<file path="config.mk">
export PLATFORM = sky130hd
export DESIGN_NAME = bpcc_ram
export DESIGN_NICKNAME = d
export VERILOG_FILES = /design/src/sv/bpcc_ram.sv
export SDC_FILE = /design/constraint.sdc
export NUM_CORES = 1
export LEC_CHECK = 0
export BUFFER_PORTS_ARGS = -buffer_cell sky130_fd_sc_hd__clkbuf_2
export CAP_MARGIN = 5
export CORE_MARGIN = 2
export CORE_UTILIZATION = 35
export CTS_BUF_LIST = sky130_fd_sc_hd__clkbuf_4 sky130_fd_sc_hd__clkbuf_8 sky130_fd_sc_hd__clkbuf_16
export CTS_CLUSTER_DIAMETER = 150
export DETAILED_ROUTE_END_ITERATION = 12
export GPL_TIMING_DRIVEN = 1
export PLACE_DENSITY = 0.52
export SLEW_MARGIN = 15
export SYNTH_ARGS = -nofsm -noshare
export SYNTH_HDL_FRONTEND = slang
export SYNTH_SLANG_ARGS = --single-unit
</file>
<file path="constraint.sdc">
create_clock -name clk -period 3.34 [get_ports clk]
set_clock_uncertainty 0.2 [all_clocks]
set_input_delay 0.835 -clock clk [delete_from_list [all_inputs] [get_ports clk]]
set_output_delay 0.835 -clock clk [all_outputs]
set_load 0.1 [all_outputs]
</file>
<file path="src/sv/bpcc_ram.sv">
module bpcc_ram #(
    parameter int WIDTH = 8,
    parameter int DEPTH = 16,
    localparam int AW = (DEPTH > 1) ? $clog2(DEPTH) : 1
) (
    input  logic             clk,
    input  logic             we,
    input  logic [AW-1:0]    waddr,
    input  logic [WIDTH-1:0] wdata,
    input  logic             re,
    input  logic [AW-1:0]    raddr,
    output logic [WIDTH-1:0] rdata
);

    logic [WIDTH-1:0] mem [DEPTH];
    logic [WIDTH-1:0] rdata_reg;

    // Write port and registered read port
    always_ff @(posedge clk)
    begin
        if (we)
        begin
            mem[waddr] <= wdata;
        end
        if (re)
        begin
            rdata_reg <= mem[raddr];
        end
    end

    assign rdata = rdata_reg;

endmodule

</file>
# Word-level counts from Yosys, hierarchy flattened
# Memory sizes are Yosys's and may differ from the RTL's. A register that Yosys moved wholly into a read port is not among the register bits.
# Index checks and enable logic that the tools add are counted.
[totals] ff_bits=0 ramBits=128 input_bits=19 output_inout_bits=8 elab_cells=3 mem_count=1
[memory_table] name="mem" depth=16 width=8 rd=1 rd_ports_with_merged_regs=1 write_ports=1 line="15" source="logic [WIDTH-1:0] mem [DEPTH];"
[classes] mux=2
[ops] cell="2-to-1 mux 1 bit" count=2

# Longest topological paths before layout
[logic_depth] ltp_word=2 ltp_mapped=5

# Worst setup path before layout
# Ideal clock, no wire load.
[synth_timing] path_kind="in2reg" startpoint="input waddr[2]" endpoint="memory mem[0][0], enable pin" setup_time_ns=0.383 arrival_ns=1.945 required_time_ns=2.757 slack_ns=0.812 path_stages=2 path_buffers=0 cell_sequence="or3b_2 nor3_1"
[synth_rtl] item="start: declaration" line="8" source="input logic [AW-1:0] waddr,"
[synth_rtl] item="end: declaration" line="15"
# No word-level cell before the write port.

==> results.json <==
{
  "yosys_warnings": 0,
  "first_pass_iters": 4,
  "synthArstFlopShare_pct": 0,
  "cp.required_ps": 3280,
  "cts_buffer_depth": 2,
  "grtUsageTotal_pct": 13.57,
  "path_clk_slew_ps": 60,
  "root_buffer": "clkbuf_16",
  "antenna_found_initial": 0,
  "cts_tree": "built",
  "slew_headroom_pct": 43.40,
  "antennaDiodeCount": 0,
  "p_leak_uw": 0.002124,
  "layout.nets": 301,
  "powerDensity_mw_per_mm2": 657.6,
  "slew_viol_final": 0,
  "critPathKind": "in -> reg",
  "critPathLaunchType": "input pin",
  "status": "finished, final reports clean",
  "finalSetupTns_ps": 0,
  "post-route-min-period_ps": 2378,
  "place.gp.congestion": 0.6956,
  "postRouteAntennaNets": 0,
  "hold_depth": 3,
  "setup_viol": 0,
  "die_w_microns": 126.2,
  "drc": 0,
  "die_area_sq_mm": 0.01593,
  "viasPerCell": 5.052,
  "wire_per_inst_microns": 20.97,
  "vias": 2415,
  "cts_post_setup_buffers_inserted": 0,
  "top_level_ports": 27,
  "ys_types": 18,
  "syn2layout_area_growth_pct": 20.49,
  "synthSimpleGateAreaFrac_pct": 3.135,
  "synth_xor_area_share_pct": 0,
  "largest_register_ffs": 128,
  "fin_area_sq_mm": 0.006299,
  "grt_pass1_wl_mm": 15.28,
  "ys_ff_latch": 136,
  "io_buffers": 26,
  "synth_ff_type": "edfxtp_1",
  "rsz0062_at_grt": "false",
  "synth_adder_area_share_pct": 0,
  "drt_iter0_markers": 231,
  "netlist.area_leader.share_pct": 78.12,
  "cts_hold_buf": 0,
  "max_freq_ghz": 0.4205,
  "grt_max_degree": 33,
  "final_hold_viol_count": 0,
  "synth_area_sq_mm": 0.005228,
  "die_h_microns": 126.2,
  "syn_area_per_cell_sq_um": 22.83,
  "synth_top_family_by_area": "multiplexers",
  "end_kind": "flip-flop",
  "routed_wl_mm": 10.02,
  "fp-row-count": 44,
  "dpl-instance-area_sq_mm": 0.005662,
  "yosysMostFrequentCell": "edfxtp_1",
  "fin_crit_sh_pct": 71.19,
  "netlist_top_cells_count": "edfxtp_1 (136), mux4_2 (18), a22oi_1 (16)",
  "seq_area_frac_synth_pct": 78.12,
  "maxCapViolCount": 0,
  "grt_pass1_vias": 2509,
  "drive_gt1_share_pct": 31.29,
  "synthesis.nets": 248,
  "ir_drop_v": 0.0003983,
  "insertion_delay_ps": 410,
  "start_util_pct": 35.83,
  "grt-ovfl-total": 0,
  "hold_path_class": "reg -> reg",
  "h-tree-depth": 4,
  "synth_area_leaders": "edfxtp_1 (78%), mux4_2 (7.8%), mux4_1 (7.0%)",
  "synth_edf_count": 136,
  "syn_inst": 229,
  "synth_compound_area_share_pct": 2.298,
  "worstPathArrival_ps": 2320,
  "synth_mux_area_share_pct": 14.79,
  "synth_top_cell_by_area": "edfxtp_1",
  "cts_resized": 0,
  "cts.sinks": 136,
  "hpwl_mm": 6.288,
  "path_max_fanout": 27,
  "cts-buffers-inserted": 17,
  "design.core.area_sq_mm": 0.01459,
  "reg2regPathDepth": 3,
  "worst_pin_slew_ps": 847.3
}
critical path: stages:
cell	delay [ps]
clkbuf_2	220
buf_12	260
mux4_2	530
a22oi_1	310
nand2_1	120
per-layer routing:
layer	global-route usage, %	up-vias	routed length (microns)
met1	18.00	1267	4637
met3	3.908	11	407
li1	-	1089	-
met5	0	-	0
met4	5.236	0	110
met2	21.35	48	4869
power by group:
part | switching [uW] | internal (uW)
combinational | 158 | 73.7
clock | 654 | 1320
sequential | 9.84 | 1920
total | 821 | 3320
cells in the final DEF (no fill, tap or decap), drive strengths merged, types with 2 or more instances in the layout:
cell type / n
bufinv: 5
nor3: 4
clkinvlp: 2
nor2: 13
nand3b: 2
nand2b: 2
a22oi: 16
mux4: 32
clkbuf: 44
nand2: 9
buf: 18
clkinv: 6
edfxtp: 136
metrics by stage:
step / total power (uW) / setup slack (ps) / hold WS (ps) / std cells / util, %
global route: 4273 / 882.7 / 580.9 / 478 / 43.17
floorplan: 2124 / 812.1 / 504.8 / 229 / -
detailed placement: 2206 / 487.2 / 541.9 / 447 / 38.81
global placement: 2203 / 482.7 / 535.1 / 447 / 38.81
CTS: 4182 / 921.0 / 552.3 / 478 / 43.17
finish: 4142 / 962.2 / 551.7 / 478 / 43.17
kinds of logic after synthesis:
kind of cell / Yosys count
AOI/OAI and AO/OA: 16
DFF: 136
muxes: 32
and+or+nand+nor: 35
buffers and inverters: 10
cell type report:
class | instances | area (sq um)
clock inverters | 13 | 203.9
repair buffers | 44 | 290.3
well taps | 184 | 230.2
clock buffers | 18 | 432.9
flip-flops and latches | 136 | 4084
multi-input cells | 83 | 1057
fillers | 1245 | 8290
path summary, 6_finish.rpt:
kind	start	endpoint	slack [ps]
worst max-delay path	raddr[0]	rdata[7]$_DFFE_PP_	960
worst min-delay path	mem[11][3]$_DFFE_PP_	rdata[3]$_DFFE_PP_	550
worst max register to register	mem[2][7]$_DFFE_PP_	rdata[7]$_DFFE_PP_	1620
worst min register to register	mem[11][3]$_DFFE_PP_	rdata[3]$_DFFE_PP_	550
Power figures use the tool's default switching activity.
